$ cat src/rtl/srs_pkg.sv
package srs_pkg;

    // Recording size and field widths
    localparam int MAX_SAMPLES_DEF = 1024;
    localparam int SAMPLE_W        = 16;
    localparam int MIN_RUN_W       = 11;
    localparam int CUTOFF_W        = 15;
    localparam int SIGN_W          = 2;
    localparam int END_W           = 10;

    // Configuration port
    localparam int CFG_INDEX_W = 1;
    localparam int CFG_DATA_W  = 15;
    localparam logic [CFG_INDEX_W-1:0] CFG_MIN_RUN = 1'b0;
    localparam logic [CFG_INDEX_W-1:0] CFG_CUTOFF  = 1'b1;
    localparam logic [MIN_RUN_W-1:0]   MIN_RUN_RESET = 11'd50;
    localparam logic [CUTOFF_W-1:0]    CUTOFF_RESET  = 15'd51;

    // Sample classes; the segment sign reuses the first three codes
    localparam logic [SIGN_W-1:0] CLS_POS   = 2'd0;
    localparam logic [SIGN_W-1:0] CLS_NEG   = 2'd1;
    localparam logic [SIGN_W-1:0] CLS_ZERO  = 2'd2;
    localparam logic [SIGN_W-1:0] CLS_NONE  = 2'd3;
    localparam logic [SIGN_W-1:0] SIGN_NONE = 2'd2;

    // Result queue
    localparam int QUEUE_DEPTH = 4;

    typedef struct packed {
        logic [SIGN_W-1:0] segment_sign;
        logic [END_W-1:0]  end_index;
        logic              end_of_record;
    } result_t;

    typedef struct packed {
        logic [1:0] count;
        result_t    first;
        result_t    second;
    } push_t;

    typedef struct packed {
        logic [MIN_RUN_W-1:0] min_run;
        logic [CUTOFF_W-1:0]  cutoff;
    } cfg_t;

endpackage

$ cat src/rtl/srs_ifs.sv
interface srs_sample_if import srs_pkg::*; ();
    logic                       valid;
    logic                       ready;
    logic signed [SAMPLE_W-1:0] rate_sample;
    logic                       final_sample;

    modport source (output valid, rate_sample, final_sample, input ready);
    modport sink (input valid, rate_sample, final_sample, output ready);
endinterface

interface srs_segment_if import srs_pkg::*; ();
    logic              valid;
    logic              ready;
    logic [SIGN_W-1:0] segment_sign;
    logic [END_W-1:0]  end_index;
    logic              end_of_record;

    modport source (output valid, segment_sign, end_index, end_of_record, input ready);
    modport sink (input valid, segment_sign, end_index, end_of_record, output ready);
endinterface

$ cat src/rtl/srs_core.sv
module srs_core import srs_pkg::*;
#(
    parameter int MAX_SAMPLES = MAX_SAMPLES_DEF
)
(
    input  logic                       clk,
    input  logic                       rst_n,
    input  logic                       take,
    input  logic signed [SAMPLE_W-1:0] rate_sample,
    input  logic                       final_sample,
    input  cfg_t                       cfg,
    output push_t                      push
);

    localparam int IDX_W = $clog2(MAX_SAMPLES);
    localparam int LEN_W = $clog2(MAX_SAMPLES + 1);
    localparam int CMP_W = LEN_W + MIN_RUN_W;
    localparam logic [IDX_W-1:0] IDX_MAX = IDX_W'(MAX_SAMPLES - 1);
    localparam logic [IDX_W-1:0] IDX_ONE = IDX_W'(1);
    localparam logic [LEN_W-1:0] LEN_MAX = LEN_W'(MAX_SAMPLES);
    localparam logic [LEN_W-1:0] LEN_ONE = LEN_W'(1);

    logic [SIGN_W-1:0] class_reg, class_next;
    logic [LEN_W-1:0]  len_reg, len_next;
    logic [IDX_W-1:0]  idx_reg, idx_next;
    logic [SIGN_W-1:0] last_reg, last_next;

    logic signed [SAMPLE_W:0] sample_ext;
    logic signed [SAMPLE_W:0] cut_pos;
    logic signed [SAMPLE_W:0] cut_neg;
    logic [SIGN_W-1:0]        cls;
    logic                     changed;
    logic                     rep_old;
    logic                     rep_new;
    logic [SIGN_W-1:0]        last_after_old;
    logic [LEN_W-1:0]         len_upd;
    result_t                  res_old;
    result_t                  res_new;
    result_t                  res_empty;

    // Low bits of a sample index, zero-extended for short recordings
    function automatic logic [END_W-1:0] to_end(input logic [IDX_W-1:0] i);
        logic [IDX_W+END_W-1:0] w;
        w = {{END_W{1'b0}}, i};
        return w[END_W-1:0];
    endfunction

    // Classify the sample against the symmetric cutoff
    always_comb
    begin
        sample_ext = {rate_sample[SAMPLE_W-1], rate_sample};
        cut_pos    = {2'b00, cfg.cutoff};
        cut_neg    = -cut_pos;
        if (sample_ext > cut_pos)
            cls = CLS_POS;
        else if (sample_ext < cut_neg)
            cls = CLS_NEG;
        else
            cls = CLS_ZERO;
    end

    // Decide which runs get reported by this beat
    always_comb
    begin
        changed = (cls != class_reg);
        rep_old = changed
                  && (CMP_W'(len_reg) >= CMP_W'(cfg.min_run))
                  && ((class_reg == CLS_POS) || (class_reg == CLS_NEG))
                  && (class_reg != last_reg);
        last_after_old = rep_old ? class_reg : last_reg;

        if (changed)
            len_upd = LEN_ONE;
        else if (len_reg < LEN_MAX)
            len_upd = len_reg + LEN_ONE;
        else
            len_upd = len_reg;

        rep_new = final_sample
                  && (CMP_W'(len_upd) >= CMP_W'(cfg.min_run))
                  && ((cls == CLS_POS) || (cls == CLS_NEG))
                  && (cls != last_after_old);

        res_old   = '{segment_sign: class_reg, end_index: to_end(idx_reg - IDX_ONE),
                      end_of_record: 1'b0};
        res_new   = '{segment_sign: cls, end_index: to_end(idx_reg), end_of_record: 1'b1};
        res_empty = '{segment_sign: SIGN_NONE, end_index: '0, end_of_record: 1'b1};
    end

    // Assemble up to two results for the queue
    always_comb
    begin
        push.count  = 2'd0;
        push.first  = res_old;
        push.second = res_new;
        if (take)
        begin
            if (final_sample)
            begin
                push.count = 2'd1;
                if (rep_old && rep_new)
                    push.count = 2'd2;
                else if (rep_old)
                    push.first.end_of_record = 1'b1;
                else if (rep_new)
                    push.first = res_new;
                else
                    push.first = res_empty;
            end
            else if (rep_old)
            begin
                push.count = 2'd1;
            end
        end
    end

    // Advance the run state; the final sample returns it to reset
    always_comb
    begin
        class_next = class_reg;
        len_next   = len_reg;
        idx_next   = idx_reg;
        last_next  = last_reg;
        if (take)
        begin
            if (final_sample)
            begin
                class_next = CLS_NONE;
                len_next   = '0;
                idx_next   = '0;
                last_next  = CLS_NONE;
            end
            else
            begin
                class_next = cls;
                len_next   = len_upd;
                last_next  = last_after_old;
                if (idx_reg < IDX_MAX)
                    idx_next = idx_reg + IDX_ONE;
            end
        end
    end

    always_ff @(posedge clk or negedge rst_n)
    begin
        if (!rst_n)
        begin
            class_reg <= CLS_NONE;
            len_reg   <= '0;
            idx_reg   <= '0;
            last_reg  <= CLS_NONE;
        end
        else
        begin
            class_reg <= class_next;
            len_reg   <= len_next;
            idx_reg   <= idx_next;
            last_reg  <= last_next;
        end
    end

endmodule

$ cat src/rtl/srs_outq.sv
module srs_outq import srs_pkg::*;
#(
    parameter int DEPTH = QUEUE_DEPTH
)
(
    input  logic    clk,
    input  logic    rst_n,
    input  push_t   push,
    input  logic    pop,
    output result_t head,
    output logic    not_empty,
    output logic    room
);

    localparam int PTR_W = $clog2(DEPTH);
    localparam int CNT_W = $clog2(DEPTH + 1);
    localparam logic [PTR_W-1:0] PTR_ONE  = PTR_W'(1);
    localparam logic [CNT_W-1:0] ROOM_MAX = CNT_W'(DEPTH - 2);

    result_t          entry_reg [DEPTH];
    logic [PTR_W-1:0] wr_ptr_reg, wr_ptr_next;
    logic [PTR_W-1:0] rd_ptr_reg, rd_ptr_next;
    logic [CNT_W-1:0] count_reg, count_next;

    assign head      = entry_reg[rd_ptr_reg];
    assign not_empty = (count_reg != '0);
    assign room      = (count_reg <= ROOM_MAX);

    // Move pointers and fill count
    always_comb
    begin
        wr_ptr_next = wr_ptr_reg + PTR_W'(push.count);
        rd_ptr_next = pop ? rd_ptr_reg + PTR_ONE : rd_ptr_reg;
        count_next  = count_reg + CNT_W'(push.count) - CNT_W'(pop);
    end

    // Store results; payload needs no reset
    always_ff @(posedge clk)
    begin
        if (push.count != 2'd0)
            entry_reg[wr_ptr_reg] <= push.first;
        if (push.count == 2'd2)
            entry_reg[wr_ptr_reg + PTR_ONE] <= push.second;
    end

    always_ff @(posedge clk or negedge rst_n)
    begin
        if (!rst_n)
        begin
            wr_ptr_reg <= '0;
            rd_ptr_reg <= '0;
            count_reg  <= '0;
        end
        else
        begin
            wr_ptr_reg <= wr_ptr_next;
            rd_ptr_reg <= rd_ptr_next;
            count_reg  <= count_next;
        end
    end

endmodule

$ cat src/rtl/sign_run_segmenter_top.sv
// A result is written into the result queue on the sample beat that causes it.
// One sample beat per cycle is taken while the result queue has room;
// a final sample that reports two runs pushes both results into the queue together.
// Sample ready is high while the four-entry result queue has at least two free entries.
// Reset (rst_n, asynchronous, active low) empties the queue, clears the run state
// and loads min_run = 50 and cutoff = 51; the block takes a beat right after.
module sign_run_segmenter_top import srs_pkg::*;
#(
    parameter int MAX_SAMPLES = MAX_SAMPLES_DEF
)
(
    input  logic                   clk,
    input  logic                   rst_n,
    input  logic                   cfg_wen,
    input  logic [CFG_INDEX_W-1:0] cfg_index,
    input  logic [CFG_DATA_W-1:0]  cfg_data,
    srs_sample_if.sink             samples,
    srs_segment_if.source          segments
);

    cfg_t    cfg_reg, cfg_next;
    push_t   push;
    result_t head;
    logic    take;
    logic    pop;
    logic    room;
    logic    not_empty;

    // Register writes
    always_comb
    begin
        cfg_next = cfg_reg;
        if (cfg_wen)
        begin
            unique case (cfg_index)
                CFG_MIN_RUN: cfg_next.min_run = cfg_data[MIN_RUN_W-1:0];
                CFG_CUTOFF:  cfg_next.cutoff  = cfg_data[CUTOFF_W-1:0];
                default:     cfg_next = cfg_reg;
            endcase
        end
    end

    always_ff @(posedge clk or negedge rst_n)
    begin
        if (!rst_n)
        begin
            cfg_reg.min_run <= MIN_RUN_RESET;
            cfg_reg.cutoff  <= CUTOFF_RESET;
        end
        else
        begin
            cfg_reg <= cfg_next;
        end
    end

    // Beat handshakes
    assign take = samples.valid && samples.ready;
    assign pop  = segments.valid && segments.ready;

    assign samples.ready          = room;
    assign segments.valid         = not_empty;
    assign segments.segment_sign  = head.segment_sign;
    assign segments.end_index     = head.end_index;
    assign segments.end_of_record = head.end_of_record;

    srs_core #(
        .MAX_SAMPLES (MAX_SAMPLES)
    ) u_core (
        .clk          (clk),
        .rst_n        (rst_n),
        .take         (take),
        .rate_sample  (samples.rate_sample),
        .final_sample (samples.final_sample),
        .cfg          (cfg_reg),
        .push         (push)
    );

    srs_outq #(
        .DEPTH (QUEUE_DEPTH)
    ) u_outq (
        .clk       (clk),
        .rst_n     (rst_n),
        .push      (push),
        .pop       (pop),
        .head      (head),
        .not_empty (not_empty),
        .room      (room)
    );

endmodule

$ cat src/flat_wrapper.sv
// flat-port wrapper written by rule: the top's interface ports become plain ports
module sign_run_segmenter_top_flat import srs_pkg::*;
#(
    parameter int MAX_SAMPLES = MAX_SAMPLES_DEF
)
  (clk, rst_n, cfg_wen, cfg_index, cfg_data, samples_valid, samples_rate_sample, samples_final_sample, samples_ready, segments_valid, segments_segment_sign, segments_end_index, segments_end_of_record, segments_ready);
  srs_sample_if samples_i ();
  srs_segment_if segments_i ();
  input  logic clk;
  input  logic rst_n;
  input  logic cfg_wen;
  input  logic [CFG_INDEX_W-1:0] cfg_index;
  input  logic [CFG_DATA_W-1:0] cfg_data;
  input wire logic [$bits(samples_i.valid)-1:0] samples_valid;
  input wire logic [$bits(samples_i.rate_sample)-1:0] samples_rate_sample;
  input wire logic [$bits(samples_i.final_sample)-1:0] samples_final_sample;
  output wire logic [$bits(samples_i.ready)-1:0] samples_ready;
  output wire logic [$bits(segments_i.valid)-1:0] segments_valid;
  output wire logic [$bits(segments_i.segment_sign)-1:0] segments_segment_sign;
  output wire logic [$bits(segments_i.end_index)-1:0] segments_end_index;
  output wire logic [$bits(segments_i.end_of_record)-1:0] segments_end_of_record;
  input wire logic [$bits(segments_i.ready)-1:0] segments_ready;
  assign samples_i.valid = samples_valid;
  assign samples_i.rate_sample = samples_rate_sample;
  assign samples_i.final_sample = samples_final_sample;
  assign samples_ready = samples_i.ready;
  assign segments_valid = segments_i.valid;
  assign segments_segment_sign = segments_i.segment_sign;
  assign segments_end_index = segments_i.end_index;
  assign segments_end_of_record = segments_i.end_of_record;
  assign segments_i.ready = segments_ready;
  sign_run_segmenter_top #(.MAX_SAMPLES(MAX_SAMPLES)) u_core (.clk(clk), .rst_n(rst_n), .cfg_wen(cfg_wen), .cfg_index(cfg_index), .cfg_data(cfg_data), .samples(samples_i), .segments(segments_i));
endmodule
$ cat config.mk
export PLATFORM = sky130hd
export DESIGN_NAME = sign_run_segmenter_top_flat
export DESIGN_NICKNAME = d
export VERILOG_FILES = /design/src/rtl/srs_pkg.sv /design/src/rtl/srs_ifs.sv /design/src/rtl/srs_core.sv /design/src/rtl/srs_outq.sv /design/src/rtl/sign_run_segmenter_top.sv /design/src/flat_wrapper.sv
export SDC_FILE = /design/constraint.sdc
export NUM_CORES = 1
export LEC_CHECK = 0
export CORE_MARGIN = 10
export CORE_UTILIZATION = 65
export DETAILED_ROUTE_END_ITERATION = 8
export DONT_BUFFER_PORTS = 1
export PLACE_DENSITY_LB_ADDON = 0.1
export SLEW_MARGIN = 25
export SYNTH_ARGS = -nofsm -noshare
export SYNTH_HDL_FRONTEND = slang
export SYNTH_SLANG_ARGS = --single-unit
$ cat constraint.sdc
create_clock -name clk -period 7.95 [get_ports clk]
set_clock_uncertainty 0.15 [all_clocks]
set_input_delay 1.59 -clock clk [delete_from_list [all_inputs] [get_ports clk]]
set_output_delay 1.59 -clock clk [all_outputs]
set_load 0.01 [all_outputs]
After elaboration in Yosys (flattened, before gate mapping)
Memories as Yosys holds them, arrays and structs flattened.
Cells that the tools add are included.
Cells by class
  order comparisons: 7
  mux-type cells: 23
  equal/unequal tests: 6
  reduce and logical (&&, ||, !) cells: 19
  bitwise gates (word level): 1
  add/subtract/negate cells: 9
Operator list (number)
  two-way mux 13 bit: 3
  two-way mux 11 bit: 3
  greater-or-equal comparator 11 bit: 2
  two-way mux 10 bit: 2
  less-than comparator 16 x 17 -> 1 bit: 1
  negator 15 -> 17 bit: 1
  > comparator 16 bit: 1
  two-way mux 15 bit: 1
  two-way mux 2 bit: 7
  two-way mux 12 bit: 1
  adder 11 x 1 -> 11 bit (second input constant): 1
  less-than comparator 11 bit (second input constant): 1
  adder 10 x 1 -> 10 bit (second input constant): 1
  less-than comparator 10 bit (second input constant): 1
  subtractor 10 x 1 -> 10 bit (second input constant): 1
  logical AND 1 bit: 9
  two-way mux 1 bit: 6
  != test 2 bit: 3
  AND reduction 2 bit: 3
  adder 2 x 1 -> 2 bit (second input constant): 2
  equality test 2 x 1 -> 1 bit (second input constant): 2
  zero test 2 bit: 2
  nonzero test 2 bit: 2
  adder 3 x 2 -> 3 bit: 1
  7 further kinds: 8
Word-level totals
  logic and storage cells: 75
  input port bits: 38
  output and inout bits: 15
  RAM bits: 52
  memories kept: 1
  register bits: 58
Memory list
  u_core.u_outq.entry_reg: words 4, bits a word 13, rd ports 1, clocked after memory_dff 0, write ports 2, RTL line srs_outq.sv:20  | result_t entry_reg [DEPTH];

Depth between registers and ports, before layout
Gate-level depths: netlist of the first run.
  word-level depth: 19
  depth in mapped cells: 34
  mapped depth without buffers: 32

Cells and area by module
From an unflattened synthesis of the first run, not the netlist that was laid out.
Second synthesis, totals
  cell total of the unflattened synthesis: 666
  area, all modules: 7579.8 um^2
Modules (own cells, without submodules)
  srs_core: area an instance 3504.6 um^2, instances 1, seq. area each 630.6 um^2, cells an instance 443
  srs_outq: area an instance 3083.0 um^2, instances 1, seq. area each 1736.7 um^2, cells an instance 165
  sign_run_segmenter_top: area an instance 992.2 um^2, instances 1, seq. area each 659.4 um^2, cells an instance 58

Worst setup path before layout of the first run
OpenSTA, ideal clock, no wires.
  kind: input to register
  start point: input port samples_rate_sample[15]
  end point: memory u_core.u_outq.entry_reg[2][10] (netlist name) (enable)
  arrival time: 6.091 ns
  path buffers: 3
  stages: 21
  slack: 1.311 ns
  cell sequence: ha_1 > nand4_1 > nor2_1 > a311oi_1 > or2_1 > buf_2 > a221o_1 > nor2_1 > nor2_1 > clkbuf_1 > nor2_1 > ha_1 > nor2b_1 > o211ai_1 > a21oi_1 > o2111ai_1 > a31oi_1 > o311ai_4 > or3_1 > buf_2 > o21ai_0
RTL lines
  start: declaration: RTL line flat_wrapper.sv:15  | input wire logic [$bits(samples_i.rate_sample)-1:0] samples_rate_sample;
  end: declaration: RTL line srs_outq.sv:20

Worst setup path in the final report of the first run
  start point: register u_core.cfg_reg[4] (netlist name)
  end point: register u_core.u_outq.count_reg[2]
Between the ends
  word-level cells in the longest chain between the ends: 17
Ends and longest elaborated chain
  start: declaration: RTL line sign_run_segmenter_top.sv:21  | cfg_t cfg_reg, cfg_next;
  start signal: assignment: RTL line sign_run_segmenter_top.sv:52  | cfg_reg <= cfg_next;
  negator 15 -> 17 bit: RTL line srs_core.sv:53  | cut_neg = -cut_pos;
  less-than comparator 16 x 17 -> 1 bit: RTL line srs_core.sv:56  | else if (sample_ext < cut_neg)
  two-way mux 2 bit: RTL line srs_core.sv:56
  two-way mux 2 bit (*): RTL line srs_core.sv:54  | if (sample_ext > cut_pos)
  branches (longest 9 deep; another with greater-or-equal comparator 11 bit)
  two-way mux 2 bit (*): RTL line srs_core.sv:98  | if (final_sample)
  two-way mux 15 bit (*): RTL line srs_core.sv:96  | if (take)
  adder 3 x 2 -> 3 bit (*): RTL line srs_outq.sv:34  | count_next = count_reg + CNT_W'(push.count) - CNT_W'(pop);
  subtractor 3 x 1 -> 3 bit (*): RTL line srs_outq.sv:34
  named net u_core.u_outq.count_next[2]: RTL line srs_outq.sv:23  | logic [CNT_W-1:0] count_reg, count_next;
  end signal: assignment: RTL line srs_outq.sv:58  | count_reg <= count_next;
  end: declaration: RTL line srs_outq.sv:23
Mark *: on every way through the listed nets, which the timed path passes.
A chain may end at the register's enable or synchronous reset.

==> flow_metrics.env, run 1 <==
export IMPL_worstPathRequired_ns=8.09
export IMPL_largest_reg_flops=52
export IMPL_ys_warn_count=0
export IMPL_vias_per_cell=6.88
export IMPL_rows=39
export IMPL_drt_iter0_drc=773
export IMPL_outcome="complete, no violations"
export IMPL_grtUsageTotal=0.233
export IMPL_first_pass_iters=7
export IMPL_start_util=0.669
export IMPL_area_growth_pct=5.07
export IMPL_finalHoldViolCount=0
export IMPL_cts_buffers=9
export IMPL_max_slew_margin_rel=0.285
export IMPL_power_density_nw_per_um2=253
export IMPL_portBuffers=0
export IMPL_grt_start_max_net_pins=59
export IMPL_grt_antenna_before_repair=0
export IMPL_die_x_um=129
export IMPL_p_switching_uw=810
export IMPL_p_seq_frac=0.398
export IMPL_fp_coreArea_um2=11500
export IMPL_hold_buffers=0
export IMPL_yosys_area_top_type="edfxtp_1"
export IMPL_hold_class="reg2reg"
export IMPL_synth_top_area_frac=0.188
export IMPL_diodes=0
export IMPL_cts_buffer_depth=2
export IMPL_async_reset_ff_frac=0.527
export IMPL_pre_cts_slack_ns=0.638
export IMPL_synth_area_leaders="edfxtp_1 (19%), dfrtp_1 (15%), ha_1 (10%), mux4_2 (3.8%), dfstp_2 (3.8%)"
export IMPL_postSynthCellCount=774
export IMPL_insertion_delay_ns=0.36
export IMPL_wl_per_cell_um=21.4
export IMPL_layout_min_cycle_time_ns=7.27
export IMPL_tightest_slew_ns=1.06
export IMPL_synth_edf_count=48
export IMPL_grt_pass1_vias=5913
export IMPL_cp_arrival_ns=7.42
export IMPL_place_gp_congestion=0.951
export IMPL_crit_type="reg2reg"
export IMPL_synth_ff_type="edfxtp_1"
export IMPL_intPower_mw=1.23
export IMPL_setup_ws_ns=0.676
export IMPL_routed_wl_um=19200
export IMPL_finalSetupTns_ns=0
export IMPL_io_pins=53
export IMPL_crit_path_end_kind="flop"
export IMPL_clockPowerShare=0.232
export IMPL_synth_fp_nets=874
export IMPL_slowest_stage="nor4_1"
export IMPL_cts_setup_buffers=0
export IMPL_hold_ws_ns=0.348
export IMPL_drive_gt1_frac=0.134
export IMPL_cpMostUsedCell="nor2_1"
export IMPL_report_final_slew_viol_count=0
export IMPL_die_y_um=129
export IMPL_cts_tree="yes"
export IMPL_switching_share=0.397
export IMPL_ctsRootBufferMaster="clkbuf_16"
export IMPL_htreeDepth=3
export IMPL_num_vias=6168
export IMPL_seq_area_frac_synth=0.389
export IMPL_cp_max_fo=12
export IMPL_crit_path_start_kind="flop"
export IMPL_rsz0062_at_grt="false"
export IMPL_final_util=0.703
export IMPL_max_freq_ghz=0.137
export IMPL_cts_sinks=110
export IMPL_comb_power_share=0.370
export IMPL_slowest_delay_ns=0.46
export IMPL_setup_viol=0
export IMPL_drcViolationCount=0
export IMPL_cap_violations=0
export IMPL_vdd_drop_max_mv=0.239
export IMPL_ant_nets=0
export IMPL_final_net_count=849
export IMPL_mappedNetlistArea_um2=7670
export IMPL_gr_total_overflow=0
export IMPL_min_period_over_period=0.915
export IMPL_yosysUniqueCellTypes=73
export IMPL_ys_ff_latch=110
export IMPL_syn_avg_cell_area_um2=9.91
export IMPL_die_area_um2=16500
export IMPL_ctsResizeCount=0
export IMPL_hpwl_um=14000
export IMPL_grt_pass1_wl_um=31200
export IMPL_clkTransAtPathRegs_ns=0.08
export IMPL_p_leak_nw=3.20
per-layer routing:
metal,track usage,routed length (um),up-vias
met4,0.0779,340,0
met5,0,0,-
li1,-,-,2855
met3,0.0530,1960,31
met2,0.345,8550,305
met1,0.331,8310,2977
synthesized netlist by cell type (3+ instances only):
cell type,number
a32o_1,4
nor2b_1,6
and3_1,4
nand4_1,13
and4_1,3
ha_1,61
dfstp_2,11
xnor2_1,23
a21o_1,8
dfxtp_1,4
o211ai_1,4
nand2b_1,7
xor2_1,12
clkbuf_1,30
a22o_1,26
o311ai_0,6
nor2_1,64
or2_2,6
or3_1,10
nand3_1,24
and2_1,5
mux2_2,17
a31oi_1,16
inv_1,47
edfxtp_1,48
a211oi_1,4
nand2_1,56
a221o_1,4
a22oi_1,3
nor3_1,21
buf_2,10
buf_1,4
nor4_1,23
a32oi_1,9
o211ai_2,6
a21oi_1,33
buf_4,3
or4_1,3
dfrtp_1,47
o21ai_0,37
mux4_2,13
area by class of cell:
cell class                 count  area, um2
clock buffer                  10        229
clock inverter                 6       76.3
fill                         848       3410
inverter                      47        176
multi-input combinational    570       4330
sequential                   110       2990
tap                          143        179
timing repair buffer          11       82.6
worst max-delay path, delay by kind of cell, from the launching register on:
kind / cells / cell delay (ns)
flops: 1 / 0.39
fa+ha+maj: 5 / 1.26
simple gates: 15 / 3.26
buf+inv: 2 / 0.10
xor+xnor: 3 / 0.47
compound gates: 7 / 1.57
power by group through the flow:
stage	Combinational [mW]	Sequential [mW]	Clock, mW
2_1_floorplan	0.636	0.738	0
3_3_place_gp	0.716	0.814	0
3_5_place_dp	0.738	0.822	0
4_1_cts	0.743	0.809	0.476
5_1_grt	0.840	0.828	0.496
6_report	0.756	0.812	0.473
cells by family after synthesis:
| logic type | Yosys count | share of synthesized area |
|---|---|---|
| xor gates and xnor gates | 35 | 0.0400 |
| DFF | 110 | 0.389 |
| muxes | 32 | 0.0658 |
| and+or+nand+nor | 257 | 0.172 |
| buffers and inverters | 94 | 0.0491 |
| AOI/OAI and AO/OA | 184 | 0.182 |
| adders and majority gates | 62 | 0.102 |
worst paths after layout:
| kind | startpoint | end | slack, ns | depth (start not counted) |
|---|---|---|---|---|
| max | u_core.cfg_reg[4]$_DFFE_PN1P_ | u_core.u_outq.count_reg[2]$_DFF_PN0_ | 0.68 | 32 |
| min | u_core.u_outq.count_reg[2]$_DFF_PN0_ | u_core.u_outq.count_reg[2]$_DFF_PN0_ | 0.35 | 1 |
| max reg2reg | u_core.cfg_reg[4]$_DFFE_PN1P_ | u_core.u_outq.count_reg[2]$_DFF_PN0_ | 0.68 | 32 |
| min reg2reg | u_core.u_outq.count_reg[2]$_DFF_PN0_ | u_core.u_outq.count_reg[2]$_DFF_PN0_ | 0.35 | 1 |
| max in group asynchronous | rst_n | u_core.cfg_reg[16]$_DFFE_PN1P_ | 6.69 | 0 |
| min in group asynchronous | rst_n | u_core.u_outq.rd_ptr_reg[1]$_DFFE_PN0P_ | 0.77 | 0 |
stage by stage:
stage	power [mW]	area, um2	instances
after floorplan	1.37	7670	774
after global placement	1.53	7740	881
after detailed placement	1.56	7740	881
after CTS	2.03	8050	897
after global routing	2.16	8060	897
final	2.04	8060	897
cells in the final DEF (no fill, tap or decap), types with 17 or more instances in the layout:
cell	n
edfxtp_1	48
nand2_1	56
a21oi_1	33
ha_1	61
inv_1	47
nor4_1	23
nand3_1	24
nor3_1	21
nor2_1	63
xnor2_1	23
o21ai_0	37
mux2_2	17
a22o_1	26
dfrtp_1	47
Note: power is estimated with default switching activity, not from simulation.
==> run 2: changes to the inputs <==
--- a/config.mk
+++ b/config.mk
@@ -5,11 +5,11 @@
 export SDC_FILE = /design/constraint.sdc
 export NUM_CORES = 1
 export LEC_CHECK = 0
+export BUFFER_PORTS_ARGS = -buffer_cell sky130_fd_sc_hd__buf_2
 export CORE_MARGIN = 10
-export CORE_UTILIZATION = 65
+export CORE_UTILIZATION = 62
 export DETAILED_ROUTE_END_ITERATION = 8
-export DONT_BUFFER_PORTS = 1
-export PLACE_DENSITY_LB_ADDON = 0.1
+export PLACE_DENSITY = 0.91
 export SLEW_MARGIN = 25
 export SYNTH_ARGS = -nofsm -noshare
 export SYNTH_HDL_FRONTEND = slang
==> flow_metrics.env, run 2 (synthesis gave the netlist of run 1 again) <==
export IMPL_die_x_um=131
export IMPL_clockPowerShare=0.209
export IMPL_tightest_slew_ns=1.15
export IMPL_cp_arrival_ns=7.44
export IMPL_drive_gt1_frac=0.190
export IMPL_power_density_nw_per_um2=246
export IMPL_min_period_over_period=0.923
export IMPL_grt_pass1_vias=6214
export IMPL_cts_tree="yes"
export IMPL_ctsRootBufferMaster="clkbuf_16"
export IMPL_switching_share=0.399
export IMPL_p_seq_frac=0.396
export IMPL_insertion_delay_ns=0.37
export IMPL_grt_pass1_wl_um=31200
export IMPL_die_y_um=131
export IMPL_cts_setup_buffers=0
export IMPL_vdd_drop_max_mv=0.162
export IMPL_io_pins=53
export IMPL_routed_wl_um=19000
export IMPL_outcome="complete, no violations"
export IMPL_layoutNonFillerInstCount=972
export IMPL_max_freq_ghz=0.136
export IMPL_multiInputGateArea_um2=4330
export IMPL_p_switching_uw=818
export IMPL_crit_type="reg2reg"
export IMPL_rrSetupSlack_ns=0.61
export IMPL_grt_start_max_net_pins=59
export IMPL_ctsResizeCount=0
export IMPL_min_from="u_core.u_outq.count_reg[2]$_DFF_PN0_"
export IMPL_hold_class="reg2reg"
export IMPL_grtUsageTotal=0.214
export IMPL_largest_reg_flops=52
export IMPL_gr_total_overflow=0
export IMPL_grt_antenna_before_repair=0
export IMPL_regArea_um2=2990
export IMPL_cts_buffers=9
export IMPL_drt_iter0_drc=805
export IMPL_num_vias=6364
export IMPL_drcViolationCount=0
export IMPL_htreeDepth=3
export IMPL_vias_per_cell=6.55
export IMPL_setup_viol=0
export IMPL_nFillCells=867
export IMPL_first_pass_iters=5
export IMPL_final_net_count=900
export IMPL_cts_buffer_depth=2
export IMPL_area_growth_pct=8.32
export IMPL_ant_nets=0
export IMPL_place_gp_congestion=0.935
export IMPL_die_area_um2=17200
export IMPL_dp_cells=957
export IMPL_cp_startpoint="u_core.cfg_reg[4]$_DFFE_PN1P_"
export IMPL_intPower_mw=1.23
export IMPL_wl_per_cell_um=19.6
export IMPL_finalSetupTns_ns=0
export IMPL_report_final_slew_viol_count=0
export IMPL_cp_max_fo=12
export IMPL_max_slew_margin_rel=0.232
export IMPL_layout_min_cycle_time_ns=7.34
export IMPL_rows=40
export IMPL_hold_buffers=0
export IMPL_clkTransAtPathRegs_ns=0.07
export IMPL_slowest_delay_ns=0.46
export IMPL_layout_common_cells="nor2_1 (63), ha_1 (61), nand2_1 (56)"
export IMPL_crit_path_start_kind="flop"
export IMPL_crit_path_end_kind="flop"
export IMPL_final_common_cell="nor2_1"
export IMPL_slowest_stage="nor4_1"
export IMPL_rsz0062_at_grt="false"
export IMPL_worstPathRequired_ns=8.05
export IMPL_reg2reg_from="u_core.cfg_reg[4]$_DFFE_PN1P_"
export IMPL_hpwl_um=13700
export IMPL_comb_power_share=0.395
export IMPL_cts_sinks=110
export IMPL_fp_coreArea_um2=12100
export IMPL_final_util=0.689
export IMPL_diodes=0
export IMPL_start_util=0.636
export IMPL_finalHoldViolCount=0
export IMPL_p_leak_nw=3.38
export IMPL_cap_violations=0
export IMPL_portBuffers=52
[run 2: power groups by stage]
| stage | clock network, mW | registers, mW | logic (mW) |
|---|---|---|---|
| floorplan | 0 | 0.738 | 0.636 |
| global placement | 0 | 0.814 | 0.764 |
| detailed placement | 0 | 0.821 | 0.788 |
| CTS | 0.427 | 0.810 | 0.800 |
| global route | 0.448 | 0.825 | 0.894 |
| finish | 0.428 | 0.810 | 0.810 |
[run 2: per-layer routing]
layer  vias up  share of wire  global-route usage
met5         -              0                   0
met4         0          0.022              0.0725
met3        41          0.076              0.0396
met2       305           0.49               0.355
met1      3060           0.41               0.275
li1       2958              -                   -
[run 2: final cells by class]
cell class / count / share of cell area
Inverter: 47 / 0.0212
Clock buffer: 9 / 0.0271
Clock inverter: 6 / 0.00557
Multi-Input combinational cell: 570 / 0.521
Tap cell: 168 / 0.0253
Timing Repair Buffer: 62 / 0.0404
Sequential cell: 110 / 0.360
[run 2: final timing paths]
kind | endpoint | cells past startpoint
min in group asynchronous | u_core.u_core.idx_reg[9]$_DFFE_PN0P_ | 2
hold / removal | u_core.u_outq.count_reg[2]$_DFF_PN0_ | 1
setup / recovery | u_core.u_outq.count_reg[2]$_DFF_PN0_ | 31
max in group asynchronous | u_core.u_outq.count_reg[2]$_DFF_PN0_ | 2
hold reg to reg | u_core.u_outq.count_reg[2]$_DFF_PN0_ | 1
setup reg to reg | u_core.u_outq.count_reg[2]$_DFF_PN0_ | 31
[run 2: critical path: cells and delay by family, from the launching register on]
family | cells | cell delay (ns)
simple gates | 15 | 3.35
compound gates | 7 | 1.57
fa+ha+maj | 5 | 1.34
flops | 1 | 0.39
xor+xnor | 2 | 0.28
buf+inv | 2 | 0.11
[run 2: stage by stage]
step / total power [mW] / hold WS [ns] / worst slack (ns) / cell area (um2)
after floorplan: 1.37 / 0.298 / 1.31 / 7670
after global placement: 1.58 / 0.329 / 0.791 / 8020
after detailed placement: 1.61 / 0.332 / 0.689 / 8020
after CTS: 2.04 / 0.348 / 0.535 / 8300
after global routing: 2.17 / 0.379 / 0.159 / 8310
final: 2.05 / 0.343 / 0.609 / 8310
